**src/hdl/wslt_pkg.sv**
```systemverilog
// wslt_pkg: shared types, widths and constants for the wrapped slew-limited tracker
// no dependencies; compiled first
`timescale 1ns / 1ps

package wslt_pkg;

   localparam int POS_BITS    = 15;
   localparam int SIZE_BITS   = 10;
   localparam int WORLD_BITS  = 14;
   localparam int OUT_BITS    = 16;
   localparam int TARGET_BITS = 17;

   localparam int COORD_BITS_DEFAULT = 16;

   localparam int CSR_INDEX_BITS = 1;
   localparam int CSR_DATA_BITS  = WORLD_BITS;

   localparam logic [CSR_INDEX_BITS-1:0] CSR_WORLD_WIDTH  = 1'b0;
   localparam logic [CSR_INDEX_BITS-1:0] CSR_WORLD_HEIGHT = 1'b1;

   localparam logic [WORLD_BITS-1:0] WORLD_WIDTH_RESET  = 14'd8192;
   localparam logic [WORLD_BITS-1:0] WORLD_HEIGHT_RESET = 14'd2048;

   localparam int SNAP_DIST   = 640;
   localparam int STEP_SIZE   = 16;
   localparam int VIEW_HALF_W = 64;
   localparam int VIEW_HALF_H = 48;

   typedef struct packed {
      logic                        object_present;
      logic                        has_motion_goal;
      logic                        asleep;
      logic signed [POS_BITS-1:0]  goal_x;
      logic signed [POS_BITS-1:0]  goal_y;
      logic signed [POS_BITS-1:0]  source_x;
      logic signed [POS_BITS-1:0]  source_y;
      logic [SIZE_BITS-1:0]        object_width;
      logic [SIZE_BITS-1:0]        object_height;
   } item_type;

   typedef struct packed {
      logic signed [TARGET_BITS-1:0] x;
      logic signed [TARGET_BITS-1:0] y;
   } point_type;

endpackage

```
**src/hdl/wslt_req_if.sv**
```systemverilog
// wslt_req_if: input channel carrying one tick's view of the tracked object
// depends on wslt_pkg
`timescale 1ns / 1ps

interface wslt_req_if;
   logic                                 valid;
   logic                                 ready;
   logic                                 object_present;
   logic                                 has_motion_goal;
   logic                                 asleep;
   logic signed [wslt_pkg::POS_BITS-1:0] goal_x;
   logic signed [wslt_pkg::POS_BITS-1:0] goal_y;
   logic signed [wslt_pkg::POS_BITS-1:0] source_x;
   logic signed [wslt_pkg::POS_BITS-1:0] source_y;
   logic [wslt_pkg::SIZE_BITS-1:0]       object_width;
   logic [wslt_pkg::SIZE_BITS-1:0]       object_height;

   modport source (
      output valid, object_present, has_motion_goal, asleep,
      output goal_x, goal_y, source_x, source_y, object_width, object_height,
      input  ready
   );

   modport sink (
      input  valid, object_present, has_motion_goal, asleep,
      input  goal_x, goal_y, source_x, source_y, object_width, object_height,
      output ready
   );
endinterface

```
**src/hdl/wslt_rsp_if.sv**
```systemverilog
// wslt_rsp_if: result channel carrying the tracked centre and its viewport
// depends on wslt_pkg
`timescale 1ns / 1ps

interface wslt_rsp_if;
   logic                                 valid;
   logic                                 ready;
   logic signed [wslt_pkg::OUT_BITS-1:0] centre_x;
   logic signed [wslt_pkg::OUT_BITS-1:0] centre_y;
   logic signed [wslt_pkg::OUT_BITS-1:0] view_left;
   logic signed [wslt_pkg::OUT_BITS-1:0] view_top;
   logic signed [wslt_pkg::OUT_BITS-1:0] view_right;
   logic signed [wslt_pkg::OUT_BITS-1:0] view_bottom;

   modport source (
      output valid, centre_x, centre_y, view_left, view_top, view_right, view_bottom,
      input  ready
   );

   modport sink (
      input  valid, centre_x, centre_y, view_left, view_top, view_right, view_bottom,
      output ready
   );
endinterface

```
**src/hdl/wslt_target.sv**
```systemverilog
// wslt_target: picks the target point, motion goal or wrapped object centre
// depends on wslt_pkg
`timescale 1ns / 1ps

module wslt_target (
   input  wslt_pkg::item_type                    item,
   input  logic [wslt_pkg::WORLD_BITS-1:0]       world_width,
   input  logic [wslt_pkg::WORLD_BITS-1:0]       world_height,
   output wslt_pkg::point_type                   target
);
   import wslt_pkg::*;

   logic signed [TARGET_BITS-1:0] ww_ext;
   logic signed [TARGET_BITS-1:0] wh_ext;
   logic signed [TARGET_BITS-1:0] gx_ext;
   logic signed [TARGET_BITS-1:0] gy_ext;
   logic signed [TARGET_BITS-1:0] centre_x_raw;
   logic signed [TARGET_BITS-1:0] centre_x_wrap;
   logic signed [TARGET_BITS-1:0] centre_y;
   logic                          goal_ok;

   assign ww_ext = TARGET_BITS'(world_width);
   assign wh_ext = TARGET_BITS'(world_height);
   assign gx_ext = TARGET_BITS'(item.goal_x);
   assign gy_ext = TARGET_BITS'(item.goal_y);

   assign centre_x_raw = TARGET_BITS'(item.source_x)
                       + TARGET_BITS'(item.object_width[SIZE_BITS-1:1]);
   assign centre_y     = TARGET_BITS'(item.source_y)
                       + TARGET_BITS'(item.object_height[SIZE_BITS-1:1]);

   // single wrap into the cyclic world
   always_comb begin
      if (centre_x_raw >= ww_ext) begin
         centre_x_wrap = centre_x_raw - ww_ext;
      end else if (centre_x_raw < 0) begin
         centre_x_wrap = centre_x_raw + ww_ext;
      end else begin
         centre_x_wrap = centre_x_raw;
      end
   end

   assign goal_ok = item.has_motion_goal && !item.asleep && !(gy_ext > wh_ext);

   always_comb begin
      if (goal_ok) begin
         target.x = gx_ext;
         target.y = gy_ext;
      end else begin
         target.x = centre_x_wrap;
         target.y = centre_y;
      end
   end

endmodule

```
**src/hdl/wslt_step.sv**
```systemverilog
// wslt_step: folds the x distance and moves the stored centre toward the target
// depends on wslt_pkg
`timescale 1ns / 1ps

module wslt_step #(
   parameter int COORD_BITS = wslt_pkg::COORD_BITS_DEFAULT
) (
   input  wslt_pkg::point_type              target,
   input  logic [wslt_pkg::WORLD_BITS-1:0]  world_width,
   input  logic signed [COORD_BITS-1:0]     tracked_x,
   input  logic signed [COORD_BITS-1:0]     tracked_y,
   input  logic                             tracked_valid,
   output logic signed [COORD_BITS-1:0]     next_x,
   output logic signed [COORD_BITS-1:0]     next_y
);
   import wslt_pkg::*;

   localparam int CALC_BITS =
      ((COORD_BITS > TARGET_BITS) ? COORD_BITS : TARGET_BITS) + 3;

   localparam logic signed [CALC_BITS-1:0] SNAP_POS = CALC_BITS'(SNAP_DIST);
   localparam logic signed [CALC_BITS-1:0] SNAP_NEG = -CALC_BITS'(SNAP_DIST);
   localparam logic signed [CALC_BITS-1:0] STEP     = CALC_BITS'(STEP_SIZE);

   logic signed [CALC_BITS-1:0] tx;
   logic signed [CALC_BITS-1:0] ty;
   logic signed [CALC_BITS-1:0] cx;
   logic signed [CALC_BITS-1:0] cy;
   logic signed [CALC_BITS-1:0] ww;
   logic signed [CALC_BITS-1:0] half;
   logic signed [CALC_BITS-1:0] dist_raw;
   logic signed [CALC_BITS-1:0] dist_fold;
   logic signed [CALC_BITS-1:0] cx_dec;
   logic signed [CALC_BITS-1:0] cx_inc;
   logic signed [CALC_BITS-1:0] cy_dec;
   logic signed [CALC_BITS-1:0] cy_inc;
   logic signed [CALC_BITS-1:0] nx;
   logic signed [CALC_BITS-1:0] ny;
   logic                        snap;

   assign tx   = CALC_BITS'(target.x);
   assign ty   = CALC_BITS'(target.y);
   assign cx   = CALC_BITS'(tracked_x);
   assign cy   = CALC_BITS'(tracked_y);
   assign ww   = CALC_BITS'(world_width);
   assign half = CALC_BITS'(world_width[WORLD_BITS-1:1]);

   assign dist_raw = tx - cx;

   // fold once across the world seam
   always_comb begin
      if (dist_raw < -half) begin
         dist_fold = dist_raw + ww;
      end else if (dist_raw > half) begin
         dist_fold = dist_raw - ww;
      end else begin
         dist_fold = dist_raw;
      end
   end

   assign snap = !tracked_valid || (dist_fold > SNAP_POS) || (dist_fold < SNAP_NEG);

   assign cx_dec = cx - STEP;
   assign cx_inc = cx + STEP;
   assign cy_dec = cy - STEP;
   assign cy_inc = cy + STEP;

   always_comb begin
      if (snap) begin
         nx = tx;
      end else if (dist_fold < 0) begin
         nx = (cx_dec < tx) ? tx : cx_dec;
      end else if (dist_fold > 0) begin
         nx = (cx_inc > tx) ? tx : cx_inc;
      end else begin
         nx = cx;
      end
   end

   always_comb begin
      if (snap) begin
         ny = ty;
      end else if (cy < ty) begin
         ny = (cy_inc > ty) ? ty : cy_inc;
      end else if (cy > ty) begin
         ny = (cy_dec < ty) ? ty : cy_dec;
      end else begin
         ny = cy;
      end
   end

   assign next_x = nx[COORD_BITS-1:0];
   assign next_y = ny[COORD_BITS-1:0];

endmodule

```
**src/hdl/wrapped_slew_limited_tracker_unit.sv**
```systemverilog
// wrapped_slew_limited_tracker_unit: top level, registers, handshake and csr port
// depends on wslt_pkg, wslt_req_if, wslt_rsp_if, wslt_target, wslt_step
`timescale 1ns / 1ps
//
// usage
//   req_chan (valid/ready) carries one tick's view of the tracked object. a
//   transaction with object_present low is consumed and gives no result and
//   no state change. each present transaction gives one rsp_chan transaction
//   with the new tracked centre and its 128 by 96 viewport.
//   csr_write_enable/csr_index/csr_write_data write world_width (index 0) and
//   world_height (index 1); write only while the block is idle.
// timing
//   a transaction is captured in an input register; target select, distance
//   fold and step run combinationally from there into the tracked-centre and
//   result registers. one transaction per cycle is sustained while rsp ready
//   is high, as each transaction reads the tracked centre that the one
//   before it has just written.
// reset and stalls
//   reset clears both valid flags and the tracked centre and loads the default
//   world size. when rsp ready is low the result holds in its register, one
//   more transaction waits in the input register, and req ready then drops.
//
module wrapped_slew_limited_tracker_unit #(
   parameter int COORD_BITS = wslt_pkg::COORD_BITS_DEFAULT
) (
   input  logic                                  clock,
   input  logic                                  reset,
   wslt_req_if.sink                              req_chan,
   wslt_rsp_if.source                            rsp_chan,
   input  logic                                  csr_write_enable,
   input  logic [wslt_pkg::CSR_INDEX_BITS-1:0]   csr_index,
   input  logic [wslt_pkg::CSR_DATA_BITS-1:0]    csr_write_data
);
   import wslt_pkg::*;

   logic [WORLD_BITS-1:0] world_width_ff;
   logic [WORLD_BITS-1:0] world_height_ff;

   logic     s1_valid_ff;
   item_type s1_item_ff;
   logic     s1_advance;
   logic     req_take;
   logic     rsp_free;

   logic signed [COORD_BITS-1:0] tracked_x_ff;
   logic signed [COORD_BITS-1:0] tracked_y_ff;
   logic                         tracked_valid_ff;
   logic signed [COORD_BITS-1:0] tracked_x_in;
   logic signed [COORD_BITS-1:0] tracked_y_in;

   point_type target;

   logic signed [OUT_BITS-1:0] centre_x_in;
   logic signed [OUT_BITS-1:0] centre_y_in;

   logic                       rsp_valid_ff;
   logic signed [OUT_BITS-1:0] centre_x_ff;
   logic signed [OUT_BITS-1:0] centre_y_ff;
   logic signed [OUT_BITS-1:0] view_left_ff;
   logic signed [OUT_BITS-1:0] view_top_ff;
   logic signed [OUT_BITS-1:0] view_right_ff;
   logic signed [OUT_BITS-1:0] view_bottom_ff;

   // csr writes
   always_ff @(posedge clock) begin
      if (reset) begin
         world_width_ff  <= WORLD_WIDTH_RESET;
         world_height_ff <= WORLD_HEIGHT_RESET;
      end else if (csr_write_enable) begin
         case (csr_index)
            CSR_WORLD_WIDTH: begin
               world_width_ff <= csr_write_data;
            end
            CSR_WORLD_HEIGHT: begin
               world_height_ff <= csr_write_data;
            end
            default: begin
            end
         endcase
      end
   end

   // handshake
   assign rsp_free       = !rsp_valid_ff || rsp_chan.ready;
   assign s1_advance     = s1_valid_ff && (!s1_item_ff.object_present || rsp_free);
   assign req_chan.ready = !s1_valid_ff || s1_advance;
   assign req_take       = req_chan.valid && req_chan.ready;

   always_ff @(posedge clock) begin
      if (reset) begin
         s1_valid_ff <= 1'b0;
      end else if (req_chan.ready) begin
         s1_valid_ff <= req_chan.valid;
      end
   end

   always_ff @(posedge clock) begin
      if (req_take) begin
         s1_item_ff.object_present  <= req_chan.object_present;
         s1_item_ff.has_motion_goal <= req_chan.has_motion_goal;
         s1_item_ff.asleep          <= req_chan.asleep;
         s1_item_ff.goal_x          <= req_chan.goal_x;
         s1_item_ff.goal_y          <= req_chan.goal_y;
         s1_item_ff.source_x        <= req_chan.source_x;
         s1_item_ff.source_y        <= req_chan.source_y;
         s1_item_ff.object_width    <= req_chan.object_width;
         s1_item_ff.object_height   <= req_chan.object_height;
      end
   end

   wslt_target u_target (
      .item         (s1_item_ff),
      .world_width  (world_width_ff),
      .world_height (world_height_ff),
      .target       (target)
   );

   wslt_step #(
      .COORD_BITS (COORD_BITS)
   ) u_step (
      .target        (target),
      .world_width   (world_width_ff),
      .tracked_x     (tracked_x_ff),
      .tracked_y     (tracked_y_ff),
      .tracked_valid (tracked_valid_ff),
      .next_x        (tracked_x_in),
      .next_y        (tracked_y_in)
   );

   // tracked centre
   always_ff @(posedge clock) begin
      if (reset) begin
         tracked_x_ff     <= '0;
         tracked_y_ff     <= '0;
         tracked_valid_ff <= 1'b0;
      end else if (s1_advance && s1_item_ff.object_present) begin
         tracked_x_ff     <= tracked_x_in;
         tracked_y_ff     <= tracked_y_in;
         tracked_valid_ff <= 1'b1;
      end
   end

   assign centre_x_in = OUT_BITS'(tracked_x_in);
   assign centre_y_in = OUT_BITS'(tracked_y_in);

   // result register
   always_ff @(posedge clock) begin
      if (reset) begin
         rsp_valid_ff <= 1'b0;
      end else if (rsp_free) begin
         rsp_valid_ff <= s1_valid_ff && s1_item_ff.object_present;
      end
   end

   always_ff @(posedge clock) begin
      if (s1_advance && s1_item_ff.object_present) begin
         centre_x_ff    <= centre_x_in;
         centre_y_ff    <= centre_y_in;
         view_left_ff   <= centre_x_in - OUT_BITS'(VIEW_HALF_W);
         view_top_ff    <= centre_y_in - OUT_BITS'(VIEW_HALF_H);
         view_right_ff  <= centre_x_in + OUT_BITS'(VIEW_HALF_W);
         view_bottom_ff <= centre_y_in + OUT_BITS'(VIEW_HALF_H);
      end
   end

   assign rsp_chan.valid       = rsp_valid_ff;
   assign rsp_chan.centre_x    = centre_x_ff;
   assign rsp_chan.centre_y    = centre_y_ff;
   assign rsp_chan.view_left   = view_left_ff;
   assign rsp_chan.view_top    = view_top_ff;
   assign rsp_chan.view_right  = view_right_ff;
   assign rsp_chan.view_bottom = view_bottom_ff;

endmodule

```
**src/flat_wrapper.sv**
```systemverilog
// flat-port wrapper written by rule: the top's interface ports become plain ports
module wrapped_slew_limited_tracker_unit_flat import wslt_pkg::*;
#(
   parameter int COORD_BITS = wslt_pkg::COORD_BITS_DEFAULT
)
  (clock, reset, csr_write_enable, csr_index, csr_write_data, req_chan_valid, req_chan_object_present, req_chan_has_motion_goal, req_chan_asleep, req_chan_goal_x, req_chan_goal_y, req_chan_source_x, req_chan_source_y, req_chan_object_width, req_chan_object_height, req_chan_ready, rsp_chan_valid, rsp_chan_centre_x, rsp_chan_centre_y, rsp_chan_view_left, rsp_chan_view_top, rsp_chan_view_right, rsp_chan_view_bottom, rsp_chan_ready);
  wslt_req_if req_chan_i ();
  wslt_rsp_if rsp_chan_i ();
  input  logic clock;
  input  logic reset;
  input  logic csr_write_enable;
  input  logic [wslt_pkg::CSR_INDEX_BITS-1:0] csr_index;
  input  logic [wslt_pkg::CSR_DATA_BITS-1:0] csr_write_data;
  input wire logic [$bits(req_chan_i.valid)-1:0] req_chan_valid;
  input wire logic [$bits(req_chan_i.object_present)-1:0] req_chan_object_present;
  input wire logic [$bits(req_chan_i.has_motion_goal)-1:0] req_chan_has_motion_goal;
  input wire logic [$bits(req_chan_i.asleep)-1:0] req_chan_asleep;
  input wire logic [$bits(req_chan_i.goal_x)-1:0] req_chan_goal_x;
  input wire logic [$bits(req_chan_i.goal_y)-1:0] req_chan_goal_y;
  input wire logic [$bits(req_chan_i.source_x)-1:0] req_chan_source_x;
  input wire logic [$bits(req_chan_i.source_y)-1:0] req_chan_source_y;
  input wire logic [$bits(req_chan_i.object_width)-1:0] req_chan_object_width;
  input wire logic [$bits(req_chan_i.object_height)-1:0] req_chan_object_height;
  output wire logic [$bits(req_chan_i.ready)-1:0] req_chan_ready;
  output wire logic [$bits(rsp_chan_i.valid)-1:0] rsp_chan_valid;
  output wire logic [$bits(rsp_chan_i.centre_x)-1:0] rsp_chan_centre_x;
  output wire logic [$bits(rsp_chan_i.centre_y)-1:0] rsp_chan_centre_y;
  output wire logic [$bits(rsp_chan_i.view_left)-1:0] rsp_chan_view_left;
  output wire logic [$bits(rsp_chan_i.view_top)-1:0] rsp_chan_view_top;
  output wire logic [$bits(rsp_chan_i.view_right)-1:0] rsp_chan_view_right;
  output wire logic [$bits(rsp_chan_i.view_bottom)-1:0] rsp_chan_view_bottom;
  input wire logic [$bits(rsp_chan_i.ready)-1:0] rsp_chan_ready;
  assign req_chan_i.valid = req_chan_valid;
  assign req_chan_i.object_present = req_chan_object_present;
  assign req_chan_i.has_motion_goal = req_chan_has_motion_goal;
  assign req_chan_i.asleep = req_chan_asleep;
  assign req_chan_i.goal_x = req_chan_goal_x;
  assign req_chan_i.goal_y = req_chan_goal_y;
  assign req_chan_i.source_x = req_chan_source_x;
  assign req_chan_i.source_y = req_chan_source_y;
  assign req_chan_i.object_width = req_chan_object_width;
  assign req_chan_i.object_height = req_chan_object_height;
  assign req_chan_ready = req_chan_i.ready;
  assign rsp_chan_valid = rsp_chan_i.valid;
  assign rsp_chan_centre_x = rsp_chan_i.centre_x;
  assign rsp_chan_centre_y = rsp_chan_i.centre_y;
  assign rsp_chan_view_left = rsp_chan_i.view_left;
  assign rsp_chan_view_top = rsp_chan_i.view_top;
  assign rsp_chan_view_right = rsp_chan_i.view_right;
  assign rsp_chan_view_bottom = rsp_chan_i.view_bottom;
  assign rsp_chan_i.ready = rsp_chan_ready;
  wrapped_slew_limited_tracker_unit #(.COORD_BITS(COORD_BITS)) u_core (.clock(clock), .reset(reset), .req_chan(req_chan_i), .rsp_chan(rsp_chan_i), .csr_write_enable(csr_write_enable), .csr_index(csr_index), .csr_write_data(csr_write_data));
endmodule
```
**config.mk**
```make
export PLATFORM = sky130hd
export DESIGN_NAME = wrapped_slew_limited_tracker_unit_flat
export DESIGN_NICKNAME = d
export VERILOG_FILES = /design/src/hdl/wslt_pkg.sv /design/src/hdl/wslt_req_if.sv /design/src/hdl/wslt_rsp_if.sv /design/src/hdl/wslt_target.sv /design/src/hdl/wslt_step.sv /design/src/hdl/wrapped_slew_limited_tracker_unit.sv /design/src/flat_wrapper.sv
export SDC_FILE = /design/constraint.sdc
export NUM_CORES = 1
export LEC_CHECK = 0
export ABC_AREA = 1
export BUFFER_PORTS_ARGS = -buffer_cell sky130_fd_sc_hd__buf_2
export CELL_PAD_IN_SITES_DETAIL_PLACEMENT = 1
export CELL_PAD_IN_SITES_GLOBAL_PLACEMENT = 1
export CORE_MARGIN = 4
export CORE_UTILIZATION = 48
export CTS_CLUSTER_SIZE = 16
export DETAILED_ROUTE_END_ITERATION = 8
export PLACE_DENSITY = 0.95
export SLEW_MARGIN = 10
export SYNTH_ARGS = -nofsm -noshare
export SYNTH_HDL_FRONTEND = slang
export SYNTH_HIERARCHICAL = 1
export SYNTH_SLANG_ARGS = --single-unit
export TNS_END_PERCENT = 5
```
**constraint.sdc**
```tcl
create_clock -name clock -period 13.25 [get_ports clock]
set_input_delay 1.325 -clock clock [delete_from_list [all_inputs] [get_ports clock]]
set_output_delay 1.325 -clock clock [all_outputs]
set_load 0.02 [all_outputs]
```
==> impl_metrics.env <==
export IMPL_totalWireLength_mm=75.0
export IMPL_cts_inserted_buffers=26
export IMPL_yosys_warnings=6
export IMPL_hpwlAfterDp_mm=58.0
export IMPL_dr_pass1_iters=6
export IMPL_p_seq_share_pct=20.8
export IMPL_cp_max_fo=40
export IMPL_netlist_area_um2=20300
export IMPL_ios=201
export IMPL_ff2ff_path_depth=56
export IMPL_register_area_um2=5920
export IMPL_clk_path_buf_depth=3
export IMPL_cp_common_cell="nand2_1"
export IMPL_avgSynthCellArea_um2=7.13
export IMPL_fin_tns_setup_ns=0
export IMPL_period_share_pct=88.5
export IMPL_crit_family="simple AND/OR/NAND/NOR gates"
export IMPL_vdd_drop_max_uv=103
export IMPL_layout_nets=3308
export IMPL_cp_end_kind="register"
export IMPL_worstHoldStart="u_core/world_height_ff[7]$_SDFFE_PP0P_"
export IMPL_die_y_um=214
export IMPL_fmax_ghz=0.0853
export IMPL_die_w_um=214
export IMPL_design_die_area_um2=45700
export IMPL_netSwitchingPower_uw=2040
export IMPL_grt_pass1_vias=22205
export IMPL_relSlewSlack_pct=22.0
export IMPL_drtAntennaViolNets=0
export IMPL_drcViolationCount=0
export IMPL_leakagePower_uw=0.0108
export IMPL_worstReg2RegStart="u_core/s1_item_ff[11]$_DFFE_PP_"
export IMPL_max_stage_delay_ns=0.49
export IMPL_required_ns=13.56
export IMPL_grt_overflow_total=0
export IMPL_cts_sinks=218
export IMPL_clockRootBuffer="clkbuf_16"
export IMPL_htreeDepth=1
export IMPL_finClkSkew_ns=0.0265
export IMPL_drive_above_1_share_pct=11.3
export IMPL_internal_power_uw=1970
export IMPL_most_common_layout_cells="nand2_1 (696), inv_1 (347), nor2_1 (325)"
export IMPL_cts_setup_buffers=0
export IMPL_p_per_area_nw_per_um2=181
export IMPL_start_kind="register"
export IMPL_report_final_slew_viol_count=0
export IMPL_cts_resized=0
export IMPL_cts_hold_buf=0
export IMPL_core_um2=41900
export IMPL_insertion_delay_ns=0.56
export IMPL_portBuffers=198
export IMPL_setup_viol=0
export IMPL_grt_pass1_wl_mm=117
export IMPL_multi_input_area_um2=12300
export IMPL_grt_setup_unrepaired="no"
export IMPL_combPwrFrac_pct=61.8
export IMPL_fin_crit_ns=11.72
export IMPL_whs_path_depth=2
export IMPL_p_total_uw=4020
export IMPL_area_growth_pct=9.57
export IMPL_grt_usage_pct=31.9
export IMPL_crit_type="register to register"
export IMPL_outcome="finished, final reports clean"
export IMPL_r2r_end="u_core/rsp_chan.view_bottom[14]$_DFFE_PP_"
export IMPL_p_clk_share_pct=17.4
export IMPL_routedWlPerCell_um=21.2
export IMPL_vias=20850
export IMPL_hold_path_class="register to register"
export IMPL_clk_pin_slew_ns=0.06
export IMPL_via_per_inst=5.89
export IMPL_initial_core_util_pct=48.5
export IMPL_min_to="u_core/world_height_ff[7]$_SDFFE_PP0P_"
export IMPL_mostFrequentLayoutCell="nand2_1"
export IMPL_synth_nets=3176
export IMPL_cts_tree="done"
export IMPL_grt_max_degree=81
export IMPL_sw_frac_of_total_pct=50.9
export IMPL_antenna_found_initial=7
export IMPL_place_gp_congestion=0.961
export IMPL_synthCells=2848
export IMPL_tightest_slew_ns=1.17
export IMPL_num_rows=75
export IMPL_fin_hold_ws_ns=0.491
export IMPL_cp_num_buf_inv=9
export IMPL_cap_violations=0
export IMPL_reg2reg_slack_ns=1.53
export IMPL_fillCellCount=5487
export IMPL_drt_initial_drc_count=1513
export IMPL_arrival_ns=12.03
export IMPL_hold_violations=0
export IMPL_critPathSlowestCell="inv_4"
## through the flow
step                      util, %  area (um^2)  std cells  setup WS (ns)
after global placement       51.2        21400       3491           2.41
after global routing         53.2        22200       3540          0.667
after detailed placement     51.2        21400       3491           1.87
after CTS                    53.1        22200       3539           1.82
after floorplan                 -        20300       2848           5.43
final                        53.2        22300       3542           1.53
## worst reg2reg max path, delay by kind of cell, from the launching register on
family          cells  cell delay (ns)
simple gates       34             5.25
fa+ha+maj           6             2.12
buf+inv             9             1.87
compound gates      5             1.19
xor+xnor            2             0.81
flops               1             0.34
## per-layer routing
metal | global-route usage, % | up-vias | routed length, um
met5 | 0 | - | 68
met4 | 14.5 | 10 | 3630
met3 | 5.53 | 238 | 5220
met2 | 56.4 | 854 | 36600
met1 | 37.8 | 10143 | 29500
li1 | - | 9605 | -
## worst max-delay path by stage
stage,start,cells past startpoint,end,slack (ns)
global placement,u_core/s1_item_ff[11]$_DFFE_PP_,54,u_core/rsp_chan.view_bottom[14]$_DFFE_PP_,2.41
detailed placement,u_core/s1_item_ff[35]$_DFFE_PP_,54,u_core/rsp_chan.view_bottom[14]$_DFFE_PP_,1.87
finish,u_core/s1_item_ff[11]$_DFFE_PP_,56,u_core/rsp_chan.view_bottom[14]$_DFFE_PP_,1.53
CTS,u_core/s1_item_ff[11]$_DFFE_PP_,54,u_core/rsp_chan.view_bottom[14]$_DFFE_PP_,1.82
global route,u_core/s1_item_ff[18]$_DFFE_PP_,59,u_core/rsp_chan.view_bottom[14]$_DFFE_PP_,0.67
floorplan,u_core/s1_item_ff[11]$_DFFE_PP_,62,u_core/rsp_chan.view_bottom[14]$_DFFE_PP_,5.43
## area by class of cell
class	instances	area share, %
multi-input combinational	2150	55.4
clock inverter	13	0.574
timing repair buffer	212	4.93
tap	539	3.03
antenna	3	0.0337
clock buffer	35	3.12
sequential	218	26.6
inverter	372	6.32
## power by group through the flow
| stage | Sequential (uW) | Clock, uW | Combinational (uW) |
|---|---|---|---|
| 4_1_cts | 835 | 711 | 2420 |
| 3_3_place_gp | 844 | 0 | 2250 |
| 5_1_grt | 839 | 736 | 2740 |
| 2_1_floorplan | 852 | 0 | 1700 |
| 6_report | 836 | 700 | 2480 |
| 3_5_place_dp | 849 | 0 | 2400 |
## flip-flops by register name, indices dropped and copies added (netlist names)
signal and cells:
u_core/s1_item_ff 81, u_core/rsp_chan.centre_x 16, u_core/rsp_chan.centre_y 16, u_core/tracked_x_ff 16, u_core/tracked_y_ff 16, u_core/world_height_ff 14, u_core/world_width_ff 14, u_core/rsp_chan.view_top 12
u_core/rsp_chan.view_bottom 11, u_core/rsp_chan.view_left 10, u_core/rsp_chan.view_right 9, u_core/rsp_chan.valid 1, u_core/s1_valid_ff 1, u_core/tracked_valid_ff 1
(Power assumes the default switching activity.)
